File: src/hdl/pse_pkg.sv
`default_nettype none
// ----------------------------------------------------------------------------
// pse_pkg
// Shared types and constants for the stored-stream PNG encoder.
// ----------------------------------------------------------------------------
package pse_pkg;
    localparam int MaxSide = 16384;
    localparam logic [31:0] CrcPoly = 32'hEDB88320;
    localparam logic [16:0] AdlerMod = 17'd65521;
    localparam logic [15:0] BlockMax = 16'hFFFF;

    // request from the sequencer to the checksum unit
    typedef struct packed {
        logic       crc_en;
        logic       crc_init;
        logic       adl_en;
        logic       adl_init;
        logic [7:0] data;
    } t_sum_req;
endpackage
`default_nettype wire

File: src/hdl/pse_sums.sv
`default_nettype none
// ----------------------------------------------------------------------------
// pse_sums
// Running CRC32 and Adler-32. The CRC takes one byte a cycle as a bit-serial
// shift of eight steps on a 32-bit register; Adler adds and compares twice.
// ----------------------------------------------------------------------------
module pse_sums (
    input  wire logic              i_clk,
    input  wire logic              i_rst_n,
    input  wire pse_pkg::t_sum_req i_req,
    output logic [31:0]            o_crc,
    output logic [31:0]            o_adler
);
    import pse_pkg::*;

    logic [31:0] r_crc, n_crc;
    logic [15:0] r_lo, r_hi, n_lo, n_hi;
    logic [16:0] s_lo, s_hi;

    always_comb begin
        n_crc = (i_req.crc_init ? 32'hFFFFFFFF : r_crc) ^ {24'd0, i_req.data};
        for (int k = 0; k < 8; k++) begin
            n_crc = n_crc[0] ? (CrcPoly ^ (n_crc >> 1)) : (n_crc >> 1);
        end
        s_lo = {1'b0, i_req.adl_init ? 16'd1 : r_lo} + {9'd0, i_req.data};
        n_lo = (s_lo >= AdlerMod) ? 16'(s_lo - AdlerMod) : s_lo[15:0];
        s_hi = {1'b0, i_req.adl_init ? 16'd0 : r_hi} + {1'b0, n_lo};
        n_hi = (s_hi >= AdlerMod) ? 16'(s_hi - AdlerMod) : s_hi[15:0];
    end

    always_ff @(posedge i_clk) begin
        if (!i_rst_n) begin
            r_crc <= 32'hFFFFFFFF;
            r_lo  <= 16'd1;
            r_hi  <= 16'd0;
        end else begin
            if (i_req.crc_en) begin
                r_crc <= n_crc;
            end else if (i_req.crc_init) begin
                r_crc <= 32'hFFFFFFFF;
            end
            if (i_req.adl_en) begin
                r_lo <= n_lo;
                r_hi <= n_hi;
            end else if (i_req.adl_init) begin
                r_lo <= 16'd1;
                r_hi <= 16'd0;
            end
        end
    end

    assign o_crc   = ~r_crc;
    assign o_adler = {r_hi, r_lo};
endmodule
`default_nettype wire

File: src/hdl/png_stored_stream_encoder.sv
`default_nettype none
// ----------------------------------------------------------------------------
// png_stored_stream_encoder
// RGBA8 PNG writer using stored deflate blocks, one byte per cycle.
// ----------------------------------------------------------------------------
// One output byte per cycle when i_ready is high. A start beat with no image
// open produces 48 bytes, a pixel 4 or 5 plus 5 per stored-block header crossed,
// and the last pixel 20 more. The next beat is taken once the last byte of the
// current one is in the output register. IDAT length is formed by a serial
// shift-add multiply and a short block count in ST_CALC after a start beat,
// before its bytes leave.
module png_stored_stream_encoder (
    input  wire logic        i_clk,
    input  wire logic        i_rst_n,
    input  wire logic        i_valid,
    output logic             o_ready,
    input  wire logic        i_kind,
    input  wire logic [31:0] i_pixel,
    output logic             o_valid,
    input  wire logic        i_ready,
    output logic [7:0]       o_out_byte,
    output logic             o_file_end,
    output logic             o_run_end,
    input  wire logic        psel,
    input  wire logic        penable,
    input  wire logic        pwrite,
    input  wire logic [2:0]  paddr,
    input  wire logic [31:0] pwdata,
    output logic [31:0]      prdata,
    output logic             pready
);
    import pse_pkg::*;

    localparam logic [2:0] ST_IDLE = 3'd0;
    localparam logic [2:0] ST_CALC = 3'd1;
    localparam logic [2:0] ST_HDR  = 3'd2;
    localparam logic [2:0] ST_PIX  = 3'd3;
    localparam logic [2:0] ST_TAIL = 3'd4;

    logic [14:0] r_cfg_w, r_cfg_h;
    logic [2:0]  r_st;
    logic        r_open;
    logic [14:0] r_w, r_h, r_col, r_row;
    logic [31:0] r_raw_left;
    logic [15:0] r_blk_left;
    logic [31:0] r_px;
    logic [5:0]  r_idx;
    logic        r_need_f;
    logic [2:0]  r_pb;
    logic [2:0]  r_hb;
    logic        r_inblk;
    logic        r_last;
    logic [31:0] r_raw, r_acc, r_idat;
    logic [6:0]  r_cnt;
    logic        r_ov;
    logic [7:0]  r_ob;
    logic        r_of, r_or;

    t_sum_req    s_req;
    logic [31:0] s_crc, s_adler;
    logic        s_adv;
    logic        s_emit;
    logic [7:0]  s_byte;
    logic        s_fe, s_re;
    logic [15:0] s_len;
    logic [16:0] s_qr, s_blocks;

    assign pready = 1'b1;
    assign prdata = (paddr[2] ? {17'd0, r_cfg_h} : {17'd0, r_cfg_w});

    always_ff @(posedge i_clk) begin
        if (!i_rst_n) begin
            r_cfg_w <= 15'd1;
            r_cfg_h <= 15'd1;
        end else if (psel && penable && pwrite) begin
            if (paddr == 3'd0) r_cfg_w <= pwdata[14:0];
            else if (paddr == 3'd4) r_cfg_h <= pwdata[14:0];
        end
    end

    pse_sums u_sums (
        .i_clk  (i_clk),
        .i_rst_n(i_rst_n),
        .i_req  (s_req),
        .o_crc  (s_crc),
        .o_adler(s_adler)
    );

    assign o_ready = (r_st == ST_IDLE);
    assign s_adv   = !r_ov || i_ready;
    assign s_emit  = s_adv && (r_st == ST_HDR || r_st == ST_PIX || r_st == ST_TAIL);
    assign s_len   = (r_raw_left > 32'd65535) ? BlockMax : r_raw_left[15:0];

    // blocks = ceil(raw / 65535), using 65536*q + r = 65535*q + (q + r)
    assign s_qr     = {1'b0, r_raw[31:16]} + {1'b0, r_raw[15:0]};
    assign s_blocks = {1'b0, r_raw[31:16]} + ((s_qr == 17'd0) ? 17'd0 :
                      (s_qr > 17'd65535) ? 17'd2 : 17'd1);

    function automatic logic [14:0] clamp(input logic [14:0] v);
        if (v == 15'd0) return 15'd1;
        if (v > 15'(MaxSide)) return 15'(MaxSide);
        return v;
    endfunction

    function automatic logic [7:0] be(input logic [31:0] v, input logic [1:0] i);
        unique case (i)
            2'd0:    return v[31:24];
            2'd1:    return v[23:16];
            2'd2:    return v[15:8];
            default: return v[7:0];
        endcase
    endfunction

    // byte of the block header under r_hb
    function automatic logic [7:0] hdrb(input logic [2:0] i, input logic fin,
                                        input logic [15:0] l);
        unique case (i)
            3'd0:    return {7'd0, fin};
            3'd1:    return l[7:0];
            3'd2:    return l[15:8];
            3'd3:    return ~l[7:0];
            default: return ~l[15:8];
        endcase
    endfunction

    // emission logic: decides this cycle's byte and checksum action
    always_comb begin
        s_req  = '0;
        s_byte = 8'd0;
        s_fe   = 1'b0;
        s_re   = 1'b0;
        if (r_inblk) begin
            s_byte = hdrb(r_hb, r_raw_left <= 32'd65535, s_len);
            s_req.crc_en = 1'b1;
            s_re = (r_hb == 3'd4) && (r_st == ST_HDR ||
                   (r_st == ST_PIX && r_pb == 3'd4 && !r_last));
        end else if (r_st == ST_HDR) begin
            unique case (r_idx)
                6'd0: s_byte = 8'd137;  6'd1: s_byte = 8'd80;
                6'd2: s_byte = 8'd78;   6'd3: s_byte = 8'd71;
                6'd4: s_byte = 8'd13;   6'd5: s_byte = 8'd10;
                6'd6: s_byte = 8'd26;   6'd7: s_byte = 8'd10;
                6'd8, 6'd9, 6'd10: s_byte = 8'd0;
                6'd11: s_byte = 8'd13;
                6'd12: s_byte = "I";  6'd13: s_byte = "H";
                6'd14: s_byte = "D";  6'd15: s_byte = "R";
                6'd16, 6'd17, 6'd18, 6'd19: s_byte = be({17'd0, r_w}, r_idx[1:0]);
                6'd20, 6'd21, 6'd22, 6'd23: s_byte = be({17'd0, r_h}, r_idx[1:0]);
                6'd24: s_byte = 8'd8;
                6'd25: s_byte = 8'd6;
                6'd26, 6'd27, 6'd28: s_byte = 8'd0;
                6'd29, 6'd30, 6'd31, 6'd32: s_byte = be(s_crc, r_idx[1:0] - 2'd1);
                6'd33, 6'd34, 6'd35, 6'd36: s_byte = be(r_idat, r_idx[1:0] - 2'd1);
                6'd37: s_byte = "I";  6'd38: s_byte = "D";
                6'd39: s_byte = "A";  6'd40: s_byte = "T";
                6'd41: s_byte = 8'h78;
                default: s_byte = 8'h01;
            endcase
            s_req.crc_init = (r_idx == 6'd12) || (r_idx == 6'd37);
            s_req.crc_en   = (r_idx >= 6'd12 && r_idx <= 6'd28) || r_idx >= 6'd37;
            s_req.adl_init = (r_idx == 6'd42);
        end else if (r_st == ST_PIX) begin
            s_byte = r_need_f ? 8'd0 : be(r_px, r_pb[1:0]);
            s_req.crc_en = 1'b1;
            s_req.adl_en = 1'b1;
            s_re = !r_need_f && r_pb == 3'd3 && !r_last && !(r_blk_left == 16'd1
                   && r_raw_left > 32'd1);
        end else if (r_st == ST_TAIL) begin
            unique case (r_idx[4:2])
                3'd0:    s_byte = be(s_adler, r_idx[1:0]);
                3'd1:    s_byte = be(s_crc, r_idx[1:0]);
                3'd2:    s_byte = 8'd0;
                3'd3:    s_byte = (r_idx[1:0] == 2'd0) ? "I" : (r_idx[1:0] == 2'd1) ? "E"
                                  : (r_idx[1:0] == 2'd2) ? "N" : "D";
                default: s_byte = be(s_crc, r_idx[1:0]);
            endcase
            s_req.crc_en   = (r_idx < 6'd4) || (r_idx >= 6'd12 && r_idx < 6'd16);
            s_req.crc_init = (r_idx == 6'd12);
            s_fe = (r_idx == 6'd19);
            s_re = s_fe;
        end
        s_req.data = s_byte;
        if (!s_adv || r_st == ST_IDLE || r_st == ST_CALC) begin
            s_req = '0;
        end
    end

    always_ff @(posedge i_clk) begin
        if (!i_rst_n) begin
            r_st   <= ST_IDLE;
            r_open <= 1'b0;
            r_ov   <= 1'b0;
            r_inblk <= 1'b0;
            r_w <= 15'd1;
            r_h <= 15'd1;
        end else begin
            if (s_emit) r_ov <= 1'b1;
            else if (i_ready) r_ov <= 1'b0;
            unique case (r_st)
                ST_IDLE: begin
                    if (i_valid) begin
                        if (!i_kind && !r_open) begin
                            r_w <= clamp(r_cfg_w);
                            r_h <= clamp(r_cfg_h);
                            r_acc <= 32'd0;
                            r_cnt <= 7'd0;
                            r_st <= ST_CALC;
                        end else if (i_kind && r_open) begin
                            r_px <= i_pixel;
                            r_need_f <= (r_col == 15'd0);
                            r_pb <= 3'd0;
                            r_last <= (r_col + 15'd1 >= r_w) && (r_row + 15'd1 >= r_h);
                            r_st <= ST_PIX;
                        end
                    end
                end
                ST_CALC: begin
                    // raw = (4w+1)*h by shift-add, then the block count
                    r_cnt <= r_cnt + 7'd1;
                    if (r_cnt < 7'd15) begin
                        if (r_h[r_cnt[3:0]])
                            r_acc <= r_acc + ({15'd0, r_w, 2'b01} << r_cnt[3:0]);
                    end else if (r_cnt == 7'd15) begin
                        r_raw <= r_acc;
                        r_idat <= r_acc + 32'd6;
                    end else if (r_cnt == 7'd16) begin
                        r_idat <= r_idat + {13'd0, s_blocks, 2'b00} + {15'd0, s_blocks};
                    end else begin
                        r_raw_left <= r_raw;
                        r_col <= 15'd0;
                        r_row <= 15'd0;
                        r_idx <= 6'd0;
                        r_st  <= ST_HDR;
                    end
                end
                ST_HDR: begin
                    if (s_adv) begin
                        r_ob <= s_byte;
                        r_of <= 1'b0;
                        r_or <= s_re;
                        if (r_inblk) begin
                            r_hb <= r_hb + 3'd1;
                            if (r_hb == 3'd4) begin
                                r_inblk <= 1'b0;
                                r_blk_left <= s_len;
                                r_open <= 1'b1;
                                r_st <= ST_IDLE;
                            end
                        end else begin
                            r_idx <= r_idx + 6'd1;
                            if (r_idx == 6'd42) begin
                                r_inblk <= 1'b1;
                                r_hb <= 3'd0;
                            end
                        end
                    end
                end
                ST_PIX: begin
                    if (s_adv) begin
                        r_ob <= s_byte;
                        r_of <= 1'b0;
                        r_or <= s_re;
                        if (r_inblk) begin
                            r_hb <= r_hb + 3'd1;
                            if (r_hb == 3'd4) begin
                                r_inblk <= 1'b0;
                                r_blk_left <= s_len;
                                if (r_pb == 3'd4) r_st <= ST_IDLE;
                            end
                        end else begin
                            r_raw_left <= r_raw_left - 32'd1;
                            r_blk_left <= r_blk_left - 16'd1;
                            if (r_blk_left == 16'd1 && r_raw_left > 32'd1) begin
                                r_inblk <= 1'b1;
                                r_hb <= 3'd0;
                            end
                            if (r_need_f) begin
                                r_need_f <= 1'b0;
                            end else begin
                                r_pb <= r_pb + 3'd1;
                                if (r_pb == 3'd3) begin
                                    if (r_col + 15'd1 >= r_w) begin
                                        r_col <= 15'd0;
                                        r_row <= r_row + 15'd1;
                                    end else begin
                                        r_col <= r_col + 15'd1;
                                    end
                                    if (r_last) begin
                                        r_idx <= 6'd0;
                                        r_open <= 1'b0;
                                        r_st <= ST_TAIL;
                                    end else if (!(r_blk_left == 16'd1 &&
                                                   r_raw_left > 32'd1)) begin
                                        r_st <= ST_IDLE;
                                    end
                                end
                            end
                        end
                    end
                end
                ST_TAIL: begin
                    if (s_adv) begin
                        r_ob <= s_byte;
                        r_of <= s_fe;
                        r_or <= s_re;
                        r_idx <= r_idx + 6'd1;
                        if (r_idx == 6'd19) r_st <= ST_IDLE;
                    end
                end
                default: r_st <= ST_IDLE;
            endcase
        end
    end

    assign o_valid    = r_ov;
    assign o_out_byte = r_ob;
    assign o_file_end = r_of;
    assign o_run_end  = r_or;

    a_file_end_run: assert property (@(posedge i_clk) disable iff (!i_rst_n)
        o_valid && o_file_end |-> o_run_end) else $error("file end without run end");
    a_no_accept_busy: assert property (@(posedge i_clk) disable iff (!i_rst_n)
        r_st != ST_IDLE |-> !o_ready) else $error("ready while busy");
    a_hold: assert property (@(posedge i_clk) disable iff (!i_rst_n)
        o_valid && !i_ready |=> o_valid && $stable(o_out_byte))
        else $error("output beat dropped");
endmodule
`default_nettype wire

File: config.mk
export PLATFORM = sky130hd
export DESIGN_NAME = png_stored_stream_encoder
export DESIGN_NICKNAME = d
export VERILOG_FILES = /design/src/hdl/pse_pkg.sv /design/src/hdl/pse_sums.sv /design/src/hdl/png_stored_stream_encoder.sv
export SDC_FILE = /design/constraint.sdc
export NUM_CORES = 1
export LEC_CHECK = 0
export BUFFER_PORTS_ARGS = -buffer_cell sky130_fd_sc_hd__buf_2
export CAP_MARGIN = 40
export CORE_UTILIZATION = 46
export DETAILED_ROUTE_END_ITERATION = 8
export SLEW_MARGIN = 5
export SYNTH_ARGS = -nofsm -noshare
export SYNTH_HDL_FRONTEND = slang
export SYNTH_SLANG_ARGS = --single-unit
File: constraint.sdc
create_clock -name i_clk -period 28 [get_ports i_clk]
set_clock_uncertainty 0.1 [all_clocks]
set_input_delay 5.6 -clock i_clk [delete_from_list [all_inputs] [get_ports i_clk]]
set_output_delay 5.6 -clock i_clk [all_outputs]
set_load 0.02 [all_outputs]
==> flow_summary.ini <==
[floorplan]
fp.dieW_um = 248.6
die_area_um2 = 61820
rows = 90
initial_core_util = 0.4645
die_y_um = 248.6
io-pin-count = 120
core_area_um2 = 60250

[logic_synthesis]
synthAdderAreaFrac = 0.08603
ys_warn_count = 0
synth_top_family_by_area = simple AND/OR/NAND/NOR gates
synth_cell_types = 106
synth_edf_count = 237
synthArstFlopShare = 0
synth.avg_cell_area_um2 = 8.739
synth-simple-area-share = 0.2144
synth.area.mux_share = 0.03148
synthCells = 3202
synth_xor_area_frac = 0.08625
ys_ff_latch = 367
synth-compound-area-share = 0.1850
seq_area_frac_synth = 0.3473
syn_area_um2 = 27980
ys.flop_type = edfxtp_1

[finish]
nets = 3467
layout_commonest_cell = nand2_1
areaGrowthSynthToFinish_pct = 9.108
mostFrequentLayoutCells = nand2_1, nor2_1, edfxtp_1
multiInputGateArea_um2 = 17000
layout-drive-gt1-share = 0.08682
fillers = 5665
seq_area_um2 = 9719

[clocking]
clk_pin_slew_ps = 60
hold_buffers = 0
h-tree-depth = 2
cts-root-buf = clkbuf_16
cts_sinks = 367
cts_setup_buffers = 0
clock_latency_ps = 600
cts_max_path_buffers = 3
cts_buffers = 44
cts_tree = yes
cts.repair.resized = 0

[setup_path]
crit_type = input pin to flip-flop
critPathMaxStageDelay_ps = 560
crit_top_cell = o21ai_0
start_kind = input pin
crit_path_end_kind = flip-flop
crit_slowest_cell = nor2b_1
required_ps = 28360
crit_arrival_ps = 14160
critPathMaxFanout = 13

[grt]
grt_use_met1 = 0.3782
grt_max_degree = 67
grt_busiest_layer = met2
gr-usage-all-layers = 0.2689
grt_antenna_before_repair = 0
grt_pass1_wl_mm = 132.2
grt.met2_usage = 0.4238
grt_pass1_vias = 22974
grt-ovfl-total = 0
use_met3 = 0.03444

[sta]
slew_viol_final = 0
final-hold-violation-count = 0
period_minus_slack_ps = 13790
setup_viol = 0
worstMarginPinSlew_ps = 1064
timing.final.ws_setup_ps = 14210
relSlewSlack = 0.2724
setup_tns_ps = 0
max_freq_mhz = 72.50
min_period_over_period = 0.4926
rsz0062_at_grt = no
whs_ps = 379.4

[min_path]
holdCritPathClass = flip-flop to flip-flop

[drt]
drt-total-wl_mm = 84.77
drt_iter0_markers = 2417
wl_per_cell_um = 21.03
drcViolationCount = 0
ant_nets = 0
first_pass_iters = 9
vias = 24428
viasPerCell = 6.060

[power_and_ir_drop]
power.density_nw_per_um2 = 66.03
p_leak_nw = 11.70
ir_drop_uv = 40.43

[placement]
hpwlAfterDp_mm = 63.42
place_congestion = 0.9396
portBuffers = 84
pre_cts_slack_ps = 13410

[flow_run]
maxCapViolCount = 0

[run_status]
status = finished clean
## state kept, by name (all words and copies together) (netlist names), 3 cells and up
register / flops
r_cfg_w: 15
r_idat: 32
u_sums.r_crc: 32
r_px: 32
r_st: 3
r_col: 15
r_cfg_h: 15
r_row: 15
r_raw: 32
r_idx: 6
o_out_byte: 8
r_w: 15
r_cnt: 7
r_blk_left: 16
u_sums.r_hi: 16
r_hb: 3
r_h: 15
r_pb: 3
r_raw_left: 32
u_sums.r_lo: 16
r_acc: 32
## worst max-delay path: cells and delay by family
family | cells | cell delay, ps
mux | 1 | 450
compound gates | 13 | 3750
fa+ha+maj | 2 | 590
buf+inv | 4 | 540
xor+xnor | 1 | 160
simple gates | 9 | 3010
## power by group
group	switching (W)	leakage, nW	total [W]	internal [W]
sequential	0.0000727	3.23	0.000720	0.000647
clock	0.000246	0.686	0.000567	0.000320
combinational	0.000459	7.79	0.000729	0.000271
total	0.000778	11.7	0.00202	0.00124
## Yosys cell counts (17+ instances only)
| cell | instances | share of area |
|---|---|---|
| nor4_1 | 27 | 0.0060 |
| mux2i_1 | 61 | 0.022 |
| nand2b_1 | 33 | 0.0074 |
| nand4_1 | 30 | 0.0067 |
| ha_1 | 158 | 0.071 |
| xor2_1 | 93 | 0.029 |
| a211oi_1 | 34 | 0.0091 |
| a21oi_1 | 163 | 0.029 |
| nor2b_1 | 115 | 0.026 |
| fa_1 | 21 | 0.015 |
| xnor2_1 | 144 | 0.045 |
| buf_4 | 18 | 0.0048 |
| or3_1 | 30 | 0.0067 |
| a31oi_1 | 40 | 0.0089 |
| and3_1 | 58 | 0.013 |
| o21bai_1 | 17 | 0.0046 |
| nand2_1 | 300 | 0.040 |
| edfxtp_1 | 237 | 0.25 |
| clkbuf_1 | 148 | 0.020 |
| nor2_1 | 285 | 0.038 |
| a21o_1 | 55 | 0.015 |
| nor3_1 | 72 | 0.013 |
| inv_1 | 159 | 0.021 |
| o21ai_0 | 199 | 0.036 |
| mux2_2 | 18 | 0.0072 |
| a22oi_1 | 24 | 0.0064 |
| and2_1 | 64 | 0.014 |
| o211ai_1 | 38 | 0.010 |
| o21a_1 | 18 | 0.0048 |
| a222oi_1 | 24 | 0.0086 |
| dfxtp_1 | 130 | 0.093 |
| nand3_1 | 87 | 0.016 |
## cell type report
class | count | area share
clock inverter | 23 | 0.006680
inverter | 161 | 0.01979
sequential | 367 | 0.3183
timing repair buffer | 133 | 0.02721
multi-input combinational | 2506 | 0.5568
antenna | 1 | 0.00008196
tap | 782 | 0.03205
clock buffer | 58 | 0.03909
## path summary, 6_finish.rpt
| path | start | end | slack, ps | depth (start not counted) |
|---|---|---|---|---|
| setup / recovery | i_ready | u_sums.r_hi[9] | 14210 | 30 |
| hold / removal | u_sums.r_hi[0] | u_sums.r_hi[0] | 380 | 2 |
| setup reg to reg | r_idx[0] | u_sums.r_hi[9] | 17040 | 35 |
| hold reg to reg | u_sums.r_hi[0] | u_sums.r_hi[0] | 380 | 2 |
## routing by layer
metal / routed length (µm) / vias up
li1: - / 11603
met1: 38120 / 11800
met2: 37890 / 862
met3: 5842 / 163
met4: 2903 / 0
met5: 0 / -
## stage by stage
step / utilization / power, W / instances / cell area (µm²)
6_report: 0.5068 / 0.002016 / 4031 / 30530
5_1_grt: 0.5068 / 0.002119 / 4030 / 30530
4_1_cts: 0.5065 / 0.002015 / 4028 / 30510
3_5_place_dp: 0.4833 / 0.001444 / 3947 / 29110
3_3_place_gp: 0.4815 / 0.001420 / 3938 / 29010
2_1_floorplan: - / 0.001235 / 3218 / 28040
## kinds of logic after synthesis
group / Yosys count
other: 2
multiplexers: 82
AND/OR/NAND/NOR: 1195
XOR/XNOR: 253
flip-flops: 367
buffers and inverters: 345
AO/OA/AOI/OAI: 778
adder cells (fa/ha/maj): 180
No activity file was read; power rests on OpenSTA's default activity.
